## config.mk

```make
export PLATFORM = sky130hd
export DESIGN_NAME = mmhf_cell
export DESIGN_NICKNAME = d
export VERILOG_FILES = /design/src/rtl/core/mmhf_pkg.sv /design/src/rtl/core/mmhf_cell.sv
export SDC_FILE = /design/constraint.sdc
export NUM_CORES = 1
export LEC_CHECK = 0
export BUFFER_PORTS_ARGS = -buffer_cell sky130_fd_sc_hd__buf_2
export CORE_AREA = 10 10 156 158
export CTS_BUF_LIST = sky130_fd_sc_hd__clkbuf_4 sky130_fd_sc_hd__clkbuf_8 sky130_fd_sc_hd__clkbuf_16
export DETAILED_ROUTE_END_ITERATION = 10
export DIE_AREA = 0 0 166 168
export PLACE_DENSITY = 0.7
export SLEW_MARGIN = 20
export SYNTH_ARGS = -nofsm -noshare
export SYNTH_HDL_FRONTEND = slang
export SYNTH_SLANG_ARGS = --single-unit
```

## constraint.sdc

```tcl
create_clock -name clk_i -period 6.1 [get_ports clk_i]
set_clock_uncertainty 0.15 [all_clocks]
set_input_delay 1.525 -clock clk_i [delete_from_list [all_inputs] [get_ports clk_i]]
set_output_delay 1.525 -clock clk_i [all_outputs]
set_load 0.02 [all_outputs]
```

## src/rtl/core/mmhf_pkg.sv

```systemverilog
// Package with the shared types and codes of the memory map hole finder.
`timescale 1ns / 1ps
`default_nettype none

package mmhf_pkg;

  // Result status codes.
  localparam logic [1:0] STATUS_HOLE    = 2'd0;
  localparam logic [1:0] STATUS_DONE    = 2'd1;
  localparam logic [1:0] STATUS_OVERLAP = 2'd2;
  localparam logic [1:0] STATUS_DROPPED = 2'd3;

  typedef enum logic [1:0] {
    ST_LOAD = 2'b01,
    ST_WALK = 2'b10
  } state_e;

  // Commands broadcast to every cell of the chain.
  typedef struct packed {
    logic insert;      // sorted insert of the incoming entry
    logic shift_left;  // every cell takes the entry of its right neighbor
  } cell_ctrl_t;

endpackage

`default_nettype wire

```

## src/rtl/core/mmhf_cell.sv

```systemverilog
// One cell of the sorted entry chain: holds a single (base, size) entry.
`timescale 1ns / 1ps
`default_nettype none

module mmhf_cell #(
  parameter int ADDR_BITS = 52
) (
  input  wire logic                   clk_i,
  input  wire mmhf_pkg::cell_ctrl_t   ctrl_i,
  input  wire logic                   occupied_i,
  input  wire logic [ADDR_BITS-1:0]   new_base_i,
  input  wire logic [ADDR_BITS-1:0]   new_size_i,
  input  wire logic                   prev_gt_i,
  input  wire logic [ADDR_BITS-1:0]   prev_base_i,
  input  wire logic [ADDR_BITS-1:0]   prev_size_i,
  input  wire logic [ADDR_BITS-1:0]   next_base_i,
  input  wire logic [ADDR_BITS-1:0]   next_size_i,
  output logic                        gt_o,
  output logic [ADDR_BITS-1:0]        base_o,
  output logic [ADDR_BITS-1:0]        size_o
);
  import mmhf_pkg::*;

  logic [ADDR_BITS-1:0] base_q, base_d;
  logic [ADDR_BITS-1:0] size_q, size_d;

  // An empty cell counts as greater, so the new entry lands after all
  // stored entries with a base at or below its own.
  assign gt_o = !occupied_i || (base_q > new_base_i);

  always_comb begin
    base_d = base_q;
    size_d = size_q;
    if (ctrl_i.insert) begin
      if (gt_o && !prev_gt_i) begin
        base_d = new_base_i;
        size_d = new_size_i;
      end else if (gt_o && prev_gt_i) begin
        base_d = prev_base_i;
        size_d = prev_size_i;
      end
    end else if (ctrl_i.shift_left) begin
      base_d = next_base_i;
      size_d = next_size_i;
    end
  end

  always_ff @(posedge clk_i) begin
    base_q <= base_d;
    size_q <= size_d;
  end

  assign base_o = base_q;
  assign size_o = size_q;

endmodule

`default_nettype wire

```

* Word-level counts from Yosys, hierarchy flattened
Cells that the tools add are included.
** Storage, ports and cells
- ROM bits :: 0
- Logic and storage cells :: 19
- RAM bits :: 0
- Latch bits :: 0
- Memories kept :: 0
- Flip-flop bits (word level) :: 104
** Operators by class
- Multiply operators :: 0
- Muxes and demuxes :: 8
- Div/mod/pow operators :: 0
- Reductions and logical operators :: 7
- Equality and inequality tests :: 1
- $add $sub $neg :: 0
- Bitwise gates (word level) :: 0
- Shifts and indexed selects :: 0
- $lt $le $gt $ge :: 1
** Operator list (number)
- $mux 52 :: 8
- $gt 52x52->1 :: 1
- $ne 3x1->1 const B :: 1
- $logic_and 1x1->1 :: 2
- $logic_not 1->1 :: 2
- $reduce_and 2->1 :: 1
- $reduce_bool 2->1 :: 1
- $logic_or 1x1->1 :: 1

* Logic depth before layout (Yosys ltp)
Gate-level depths: netlist of the first run.
- Word-level depth :: 6
- Mapped depth :: 11

* Least setup slack after synthesis of the first run
No wires, ideal clock.
- Kind :: input port to flip-flop
- Start point :: input port new_base_i[50]
- End point :: register base_q[0], in the netlist base_o[0] (enable)
- Data arrival time :: 5.539 ns
- Path slack :: -0.060 ns
- Required time :: 5.479 ns
- Stages on the path :: 9
- Library setup time :: 0.471 ns
- Cell sequence :: inv_1 > ha_1 > nand4_1 > nor4_2 > nand2_1 > a211o_1 > nand4_2 > clkbuf_1 > o21a_1
** Between the ends
- Longest elaborated chain between the ends :: 5
- Elaborated cells on any way between the ends :: 6
- Classes of those cells :: order compare (1); eq/ne (1); reduce/logical (4)
** RTL lines
- start: declaration :: RTL line mmhf_cell.sv:11 : input wire logic [ADDR_BITS-1:0] new_base_i,
- $gt 52x52->1 (*) :: RTL line mmhf_cell.sv:29 : assign gt_o = !occupied_i || (base_q > new_base_i);
- $logic_or 1x1->1 (*) :: RTL line mmhf_cell.sv:29
- $logic_and 1x1->1 (on tied branches) :: RTL line mmhf_cell.sv:35, mmhf_cell.sv:38
- $ne 3x1->1 (no line) (*)
- $reduce_and 2->1 (no line) (*)
- end signal: assignment :: RTL line mmhf_cell.sv:49 : base_q <= base_d;
- end: declaration :: RTL line mmhf_cell.sv:24 : logic [ADDR_BITS-1:0] base_q, base_d;
Mark *: on every way between the ends. The rest lies on a longest branch, timed or not.
A chain may end at the register's enable or synchronous reset.

* Final worst setup path of the first run
- Start point :: input port new_base_i[10]
- End point :: output port gt_o
** Between the ends
- Longest elaborated chain between the ends :: 2
** RTL lines
- $gt 52x52->1 :: RTL line mmhf_cell.sv:29
- $logic_or 1x1->1 :: RTL line mmhf_cell.sv:29
- end: declaration :: RTL line mmhf_cell.sv:18 : output logic gt_o,
No other way between the ends.

==> impl_metrics.toml, run 1 <==
[setup_path]
critPathCaptureType = "primary output"
critical_path.max_fanout = 3
timing_worst_setup_path_type = "primary input to primary output"
crit_family = "simple AND/OR/NAND/NOR gates"
start_kind = "primary input"
max_stage_delay_ns = 0.54
required_ns = 4.43
path_cells = "buf_2 -> inv_1 -> ha_1 -> nand4_1 -> nor4_1 -> nand4_1 -> o31a_1 -> a31oi_1 -> nand3_1 -> buf_2"
worst_path_max_delay_cell = "sky130_fd_sc_hd__nor4_1"
worst-endpoint-arrival_ns = 3.93
timing.critical_path.buf_inv = 3

[cts]
ctsResizeCount = 0
tritoncts = "yes"
numCtsBuffers = 9
cts.hold.buffers_added = 0
post_cts.repair.setup_buffers = 0
htree_num_levels = 3
cts-root-to-sink-buffers = 2
clk_transition_reported_paths_ns = 0.08
numClockSinks = 104
root_buffer = "sky130_fd_sc_hd__clkbuf_16"
clk_latency_ns = 0.35

[synthesis]
synth.top_cells.by_area = "sky130_fd_sc_hd__edfxtp_1 40%, sky130_fd_sc_hd__o221a_1 13%, sky130_fd_sc_hd__ha_1 8.3%, sky130_fd_sc_hd__a21oi_1 7.9%, sky130_fd_sc_hd__nor2_1 5.1%"
netlist-cell-type-count = 37
mappedNetlistArea_um2 = 7820
synth_edf_count = 104
main_combinational_cell_family_by_area_after_synthesis = "compound AO/OA/AOI/OAI gates"
synth_compound_area_share_pct = 32.5
synth_top_cell_by_area = "sky130_fd_sc_hd__edfxtp_1"
synth_xor_area_share_pct = 0
yosys.area_share.adder_pct = 8.32
dominantRegCellSynth = "sky130_fd_sc_hd__edfxtp_1"
synthesis.area_per_instance_um2 = 9.36
synth.ff_latch_count = 104
mux_share_of_post_synthesis_cell_area_pct = 0
synth-warning-count = 0
synth_simple_gate_area_share_pct = 12.3
ys_seq_area_share_pct = 40.0
syn-num-nets = 1204
async_flop_share_pct = 0
netlist.area_leader.share_pct = 40.0
syn-instance-count = 835

[global_route]
grt_first_pass_wirelength_mm = 49.8
grt_util_all_layers_pct = 22.3
global_route.overflow_total = 0
grt_max_degree = 105
grt_pass1_vias = 8519
antenna_found_initial = 8

[timing]
grt_setup_unrepaired = "no"
hold-worst-slack_ns = 1.22
timing.setup.tns_ns = 0
timing_max_transition_violations_final = 0
final_cycle_share_pct = 91.9
timing.final.setup_violations = 0
worst_tran_pin_value_ns = 0.856
period_needed_ns = 5.61
fmaxAchievable_ghz = 0.178
worst_slew_margin_rel_pct = 42.9
finalHoldViolCount = 0

[route]
detail_route.iter0.violations = 586
vias_per_cell = 5.73
drtAntennaViolNets = 0
avgRoutedWirePerCell_um = 22.2
first_pass_iters = 5
drt-total-wl_mm = 33.2
drc = 0
num_vias = 8569

[finish]
finalNetCount = 1577
layout-area-overhead-vs-synth_pct = 33.4
layout.cells.most_common = "sky130_fd_sc_hd__buf_2"
most-common-layout-cells = "420 x sky130_fd_sc_hd__buf_2, 123 x sky130_fd_sc_hd__a21oi_1, 107 x sky130_fd_sc_hd__nor2_1"
drive_gt1_share_pct = 38.6
filler_cell_count = 2071

[place]
placement.io_buffers = 421
dp_hpwl_mm = 25.2
routabilityCongestion = 0.918

[pwr]
seqPwrFrac_pct = 39.5
clock_power_share_pct = 26.1
power_switching_share_pct = 33.8
cell_internal_pwr_w = 0.00162
power.combinational.fraction_pct = 34.4
worst_ir_drop_vdd_mv = 0.125
power-per-cell-area_nw_per_um2 = 234
p_sw_w = 0.000825
p_leak_nw = 4.56

[run]
maxCapViolations = 0

[floorplanning]
die_width_um = 166
floorplan.core_area_um2 = 21400
die_area_um2 = 27900
effective_utilization_at_floorplan_pct = 36.5
rows = 54
die_y_extent_um = 168
ios = 422

[hold_path]
holdCritPathClass = "flip-flop to flip-flop"

[outcome]
status = "finished, final reports clean"
[power groups by stage]
stage          clock network (W)  registers [W]  logic, W
3_5_place_dp                   0       0.000981  0.000841
6_report                0.000638       0.000965  0.000839
2_1_floorplan                  0        0.00110  0.000361
3_3_place_gp                   0       0.000977  0.000829
5_1_grt                 0.000686       0.000974  0.000916
4_1_cts                 0.000660       0.000965  0.000844
[cell type report]
cell class                      instances  area (um2)  share of cell area, %
Antenna cell                            3        7.51                 0.0720
Inverter                               53         200                   1.92
Sequential cell                       104        3120                   29.9
Clock buffer                           10         233                   2.23
Tap cell                              280         350                   3.36
Clock inverter                          5        81.3                  0.780
Timing Repair Buffer                  435        2260                   21.7
Multi-Input combinational cell        605        4170                   40.0
[Yosys cell counts (2+ instances only)]
library cell,number
sky130_fd_sc_hd__a21oi_1,123
sky130_fd_sc_hd__nor2_1,107
sky130_fd_sc_hd__edfxtp_1,104
sky130_fd_sc_hd__o221a_1,92
sky130_fd_sc_hd__clkbuf_1,56
sky130_fd_sc_hd__inv_1,53
sky130_fd_sc_hd__o21ai_0,53
sky130_fd_sc_hd__o22ai_1,53
sky130_fd_sc_hd__ha_1,52
sky130_fd_sc_hd__or3_1,51
sky130_fd_sc_hd__nand4_1,13
sky130_fd_sc_hd__o221a_2,12
sky130_fd_sc_hd__nand2_1,10
sky130_fd_sc_hd__nand3_1,9
sky130_fd_sc_hd__buf_4,8
sky130_fd_sc_hd__a21o_1,5
sky130_fd_sc_hd__buf_6,5
sky130_fd_sc_hd__a211oi_1,4
sky130_fd_sc_hd__buf_2,4
sky130_fd_sc_hd__nor3_1,2
sky130_fd_sc_hd__nor4_1,2
sky130_fd_sc_hd__o211ai_1,2
[state kept, by name, summed over array words and instances (netlist names)]
signal  cells
base_o     52
size_o     52
[worst paths after layout]
path | slack, ns | start | depth (start not counted) | to
max reg2reg | 2.14 | base_o[18] | 9 | size_o[0]
min | 1.22 | base_o[51] | 6 | base_o[17]
max | 0.49 | new_base_i[10] | 10 | gt_o
min reg2reg | 1.22 | base_o[51] | 6 | base_o[17]
[stage by stage]
step           cells  setup WS, ns  power (W)  area [um2]  util [%]
6_report        1495         0.492    0.00244       10400      48.7
5_1_grt         1494         0.332    0.00258       10400      48.7
4_1_cts         1492         0.433    0.00247       10400      48.6
3_5_place_dp    1477         0.446    0.00182       10100      47.2
3_3_place_gp    1477         0.437    0.00181       10100      47.2
2_1_floorplan    835         0.992    0.00146        7820         -
[metal layers]
metal | part of all wire, % | GRT usage (%) | wire length (um) | up-vias
li1 | - | - | - | 4042
met1 | 39 | 25.8 | 12800 | 4037
met3 | 9.4 | 7.01 | 3120 | 52
met5 | 0.15 | 0 | 51 | -
met2 | 49 | 38.5 | 16400 | 430
met4 | 2.4 | 6.63 | 812 | 8
[cells by family after synthesis]
group,after synthesis
compound gates,353
simple gates,200
buf+inv,126
flops,104
fa+ha+maj,52
[tightest hold or removal path: cells and delay by family (launching register included)]
family          cells  cell delay, ns
compound gates      4            0.52
fa+ha+maj           1            0.15
flops               1            0.36
simple gates        1            0.24
(Power assumes the default switching activity.)
==> run 2, diff against run 1 <==
--- a/config.mk
+++ b/config.mk
@@ -11,6 +11,7 @@
 export DETAILED_ROUTE_END_ITERATION = 10
 export DIE_AREA = 0 0 166 168
 export PLACE_DENSITY = 0.7
+export RECOVER_POWER = 25
 export SLEW_MARGIN = 20
 export SYNTH_ARGS = -nofsm -noshare
 export SYNTH_HDL_FRONTEND = slang
==> impl_metrics.toml, run 2 (synthesis gave the netlist of run 1 again) <==
[place]
routabilityCongestion = 0.918
placement.io_buffers = 421
dp_hpwl_mm = 25.2

[setup_path]
worst-endpoint-arrival_ns = 3.93
timing_worst_setup_path_type = "primary input to primary output"
required_ns = 4.43
timing.critical_path.buf_inv = 3
worst_path_max_delay_cell = "sky130_fd_sc_hd__nor4_1"
crit_family = "simple AND/OR/NAND/NOR gates"
start_kind = "primary input"
path_cells = "buf_2 -> inv_1 -> ha_1 -> nand4_1 -> nor4_1 -> nand4_1 -> o31a_1 -> a31oi_1 -> nand3_1 -> buf_2"
max_stage_delay_ns = 0.53
critical_path.max_fanout = 3
critPathCaptureType = "primary output"

[outcome]
status = "finished, final reports clean"

[cts]
cts.hold.buffers_added = 0
post_cts.repair.setup_buffers = 0
numClockSinks = 104
root_buffer = "sky130_fd_sc_hd__clkbuf_16"
tritoncts = "yes"
ctsResizeCount = 0
htree_num_levels = 3
cts-root-to-sink-buffers = 2
clk_transition_reported_paths_ns = 0.08
clk_latency_ns = 0.35
numCtsBuffers = 9

[finish]
filler_cell_count = 2111
finalNetCount = 1577
layout-area-overhead-vs-synth_pct = 32.2
most-common-layout-cells = "342 x sky130_fd_sc_hd__buf_2, 123 x sky130_fd_sc_hd__a21oi_1, 107 x sky130_fd_sc_hd__nor2_1"
layout.cells.most_common = "sky130_fd_sc_hd__buf_2"
drive_gt1_share_pct = 32.2

[global_route]
grt_pass1_vias = 8519
grt_use_met2_pct = 38.5
grt_max_degree = 105
global_route.overflow_total = 0
antenna_found_initial = 8
grt_util_all_layers_pct = 22.3
grt_first_pass_wirelength_mm = 49.8
groute.layer.met1.usage_pct = 25.8
use_met3_pct = 7.01
gr-max-usage-layer = "met2"

[route]
drc = 0
drtAntennaViolNets = 0
vias_per_cell = 5.72
detail_route.iter0.violations = 589
drt-total-wl_mm = 33.1
avgRoutedWirePerCell_um = 22.1
num_vias = 8561
first_pass_iters = 5

[floorplanning]
effective_utilization_at_floorplan_pct = 36.5
rows = 54
die_width_um = 166
ios = 422
floorplan.core_area_um2 = 21400
die_area_um2 = 27900
die_y_extent_um = 168

[hold_path]
holdCritPathClass = "flip-flop to flip-flop"

[pwr]
worst_ir_drop_vdd_mv = 0.126
finalPower_w = 0.00243
p_leak_nw = 4.35
power-per-cell-area_nw_per_um2 = 235

[timing]
fmaxAchievable_ghz = 0.178
timing_max_transition_violations_final = 0
worst_tran_pin_value_ns = 0.852
grt_setup_unrepaired = "no"
finalHoldViolCount = 0
worst_slew_margin_rel_pct = 43.2
timing.final.setup_violations = 0
final_cycle_share_pct = 91.9
timing.setup.tns_ns = 0
period_needed_ns = 5.61

[run]
maxCapViolations = 0
==> run 2: final timing paths <==
| check | start | end | slack [ns] | cells after the start |
|---|---|---|---|---|
| max | new_base_i[10] | gt_o | 0.49 | 10 |
| min | base_o[51] | base_o[17] | 1.22 | 6 |
| max reg2reg | base_o[18] | size_o[0] | 2.15 | 9 |
| min reg2reg | base_o[51] | base_o[17] | 1.22 | 6 |
==> run 2: routing by layer <==
layer | vias up | wire, um | share of wire (%)
li1 | 4043 | - | -
met1 | 4044 | 12900 | 39
met2 | 416 | 16400 | 50
met3 | 50 | 2980 | 9.0
met4 | 8 | 746 | 2.3
met5 | - | 51 | 0.15
==> run 2: layout make-up <==
type	count	area, um2	share of cell area, %
timing repair buffer	435	2160	20.9
inverter	53	200	1.94
multi-input combinational	605	4170	40.4
tap	280	350	3.39
antenna	4	10.0	0.0969
sequential	104	3120	30.2
clock inverter	5	81.3	0.787
clock buffer	10	233	2.25
==> run 2: per-stage QoR <==
step | hold WS [ns] | setup WS, ns | cell area [um2] | std cells | utilization, %
2_1_floorplan | 1.29 | 0.992 | 7820 | 835 | -
3_3_place_gp | 1.24 | 0.437 | 10100 | 1477 | 47.2
3_5_place_dp | 1.23 | 0.446 | 10100 | 1477 | 47.2
4_1_cts | 1.24 | 0.433 | 10400 | 1492 | 48.6
5_1_grt | 1.30 | 0.332 | 10300 | 1494 | 48.2
6_report | 1.22 | 0.494 | 10300 | 1496 | 48.2
==> run 2: power by group <==
group	internal (W)	total, W	switching (W)	leakage [nW]
clock	0.000364	0.000642	0.000278	0.152
combinational	0.000313	0.000818	0.000506	3.17
sequential	0.000920	0.000967	0.0000471	1.03
total	0.00160	0.00243	0.000831	4.35
==> run 2: tightest hold or removal path: stages (launching register included) <==
cell	delay (ns)
sky130_fd_sc_hd__edfxtp_1	0.37
sky130_fd_sc_hd__ha_1	0.15
sky130_fd_sc_hd__a221o_1	0.10
sky130_fd_sc_hd__o31a_1	0.11
sky130_fd_sc_hd__a31oi_1	0.10
sky130_fd_sc_hd__nand4_4	0.24
sky130_fd_sc_hd__o221a_1	0.21
==> run 3, diff against run 2 <==
--- a/config.mk
+++ b/config.mk
@@ -10,7 +10,7 @@
 export CTS_BUF_LIST = sky130_fd_sc_hd__clkbuf_4 sky130_fd_sc_hd__clkbuf_8 sky130_fd_sc_hd__clkbuf_16
 export DETAILED_ROUTE_END_ITERATION = 10
 export DIE_AREA = 0 0 166 168
-export PLACE_DENSITY = 0.7
+export PLACE_DENSITY_LB_ADDON = 0.15
 export RECOVER_POWER = 25
 export SLEW_MARGIN = 20
 export SYNTH_ARGS = -nofsm -noshare
==> impl_metrics.toml, run 3 (synthesis gave the netlist of run 1 again) <==
[outcome]
status = "finished, final reports clean"

[floorplanning]
die_y_extent_um = 168
ios = 422
effective_utilization_at_floorplan_pct = 36.5
die_area_um2 = 27900
floorplan.core_area_um2 = 21400
rows = 54
die_width_um = 166

[timing]
timing.final.setup_violations = 0
timing_max_transition_violations_final = 0
final_cycle_share_pct = 85.5
period_needed_ns = 5.22
hold-worst-slack_ns = 1.37
final_worst_setup_slack_ns = 0.883
worst_slew_margin_rel_pct = 28.6
grt_setup_unrepaired = "no"
worst_tran_pin_value_ns = 1.07
fmaxAchievable_ghz = 0.192
timing.setup.tns_ns = 0
finalHoldViolCount = 0

[cts]
post_cts.repair.setup_buffers = 0
tritoncts = "yes"
cts.hold.buffers_added = 0
clk_latency_ns = 0.35
htree_num_levels = 3
cts-root-to-sink-buffers = 2
numCtsBuffers = 9
numClockSinks = 104
clk_transition_reported_paths_ns = 0.08
ctsResizeCount = 0
root_buffer = "sky130_fd_sc_hd__clkbuf_16"

[route]
drt-total-wl_mm = 32.9
drtAntennaViolNets = 0
num_vias = 8378
detail_route.iter0.violations = 774
first_pass_iters = 5
vias_per_cell = 5.61
drc = 0
avgRoutedWirePerCell_um = 22.0

[finish]
stdcell_count = 1494
filler_cell_count = 2174
finish.instance_area_um2 = 10300
layout-area-overhead-vs-synth_pct = 31.2
layout.cells.most_common = "sky130_fd_sc_hd__buf_2"
most-common-layout-cells = "342 x sky130_fd_sc_hd__buf_2, 123 x sky130_fd_sc_hd__a21oi_1, 107 x sky130_fd_sc_hd__nor2_1"
drive_gt1_share_pct = 31.9
finalNetCount = 1572

[setup_path]
reg2reg_setup_slack_ns = 2.38
worst-endpoint-arrival_ns = 3.54
timing.reg2reg.worst_path_depth = 8
critPathCaptureType = "primary output"
start_kind = "primary input"
timing_worst_setup_path_type = "primary input to primary output"
startpoint = "new_base_i[34]"
required_ns = 4.43
endpoint = "gt_o"
critical_path.max_fanout = 4
destination_of_the_worst_register_to_register_timing_path = "base_o[7]"
timing.rr.start = "base_o[34]"

[global_route]
grt_util_all_layers_pct = 21.9
antenna_found_initial = 10
grt_max_degree = 112
global_route.overflow_total = 0
grt_pass1_vias = 8242
grt_first_pass_wirelength_mm = 49.0

[run]
maxCapViolations = 0

[pwr]
worst_ir_drop_vdd_mv = 0.164
p_leak_nw = 4.30
power-per-cell-area_nw_per_um2 = 232

[place]
placement.io_buffers = 421
postPlaceCellArea_um2 = 10000
place_inst = 1472
routabilityCongestion = 0.850
dp_hpwl_mm = 24.5
post-place-ws_ns = 0.857

[hold_path]
holdCritPathClass = "primary input to flip-flop"
hold_start = "prev_size_i[20]"
run 3: layer usage:
metal  vias to the layer above  GRT usage [%]  wire length (um)
li1                       4037              -                 -
met1                      3943           25.4             12900
met2                       350           37.7             16500
met3                        40           6.75              2750
met4                         8           7.63               731
met5                         -              0                44
run 3: layout make-up:
| type | instances | area, um2 | share of cell area [%] |
|---|---|---|---|
| inverter | 53 | 200 | 1.95 |
| timing repair buffer | 430 | 2100 | 20.4 |
| clock buffer | 9 | 225 | 2.20 |
| sequential | 104 | 3120 | 30.5 |
| multi-input combinational | 605 | 4170 | 40.7 |
| tap | 280 | 350 | 3.42 |
| clock inverter | 6 | 67.6 | 0.659 |
| antenna | 7 | 17.5 | 0.171 |
run 3: worst min-delay path by stage:
stage / endpoint / cells past startpoint
floorplan: base_o[51] / 7
global placement: base_o[51] / 6
detailed placement: base_o[51] / 6
CTS: base_o[44] / 2
global route: base_o[15] / 2
finish: size_o[20] / 2
run 3: critical path, stage by stage:
cell,delay [ns]
sky130_fd_sc_hd__buf_2,0.10
sky130_fd_sc_hd__inv_1,0.04
sky130_fd_sc_hd__ha_1,0.31
sky130_fd_sc_hd__nand4_1,0.20
sky130_fd_sc_hd__nor4_1,0.50
sky130_fd_sc_hd__nand4_1,0.18
sky130_fd_sc_hd__o31a_1,0.14
sky130_fd_sc_hd__a31oi_1,0.19
sky130_fd_sc_hd__nand3_1,0.10
sky130_fd_sc_hd__buf_2,0.25
run 3: where the power goes:
| group | internal, W | switching [W] |
|---|---|---|
| Combinational | 0.000306 | 0.000501 |
| Clock | 0.000319 | 0.000284 |
| Sequential | 0.000920 | 0.0000442 |
| Total | 0.00155 | 0.000830 |
run 3: through the flow:
step	power, W	utilization, %
final	0.00238	47.9
after CTS	0.00242	48.2
after global routing	0.00250	47.8
after floorplan	0.00146	-
after detailed placement	0.00181	46.9
after global placement	0.00180	46.9
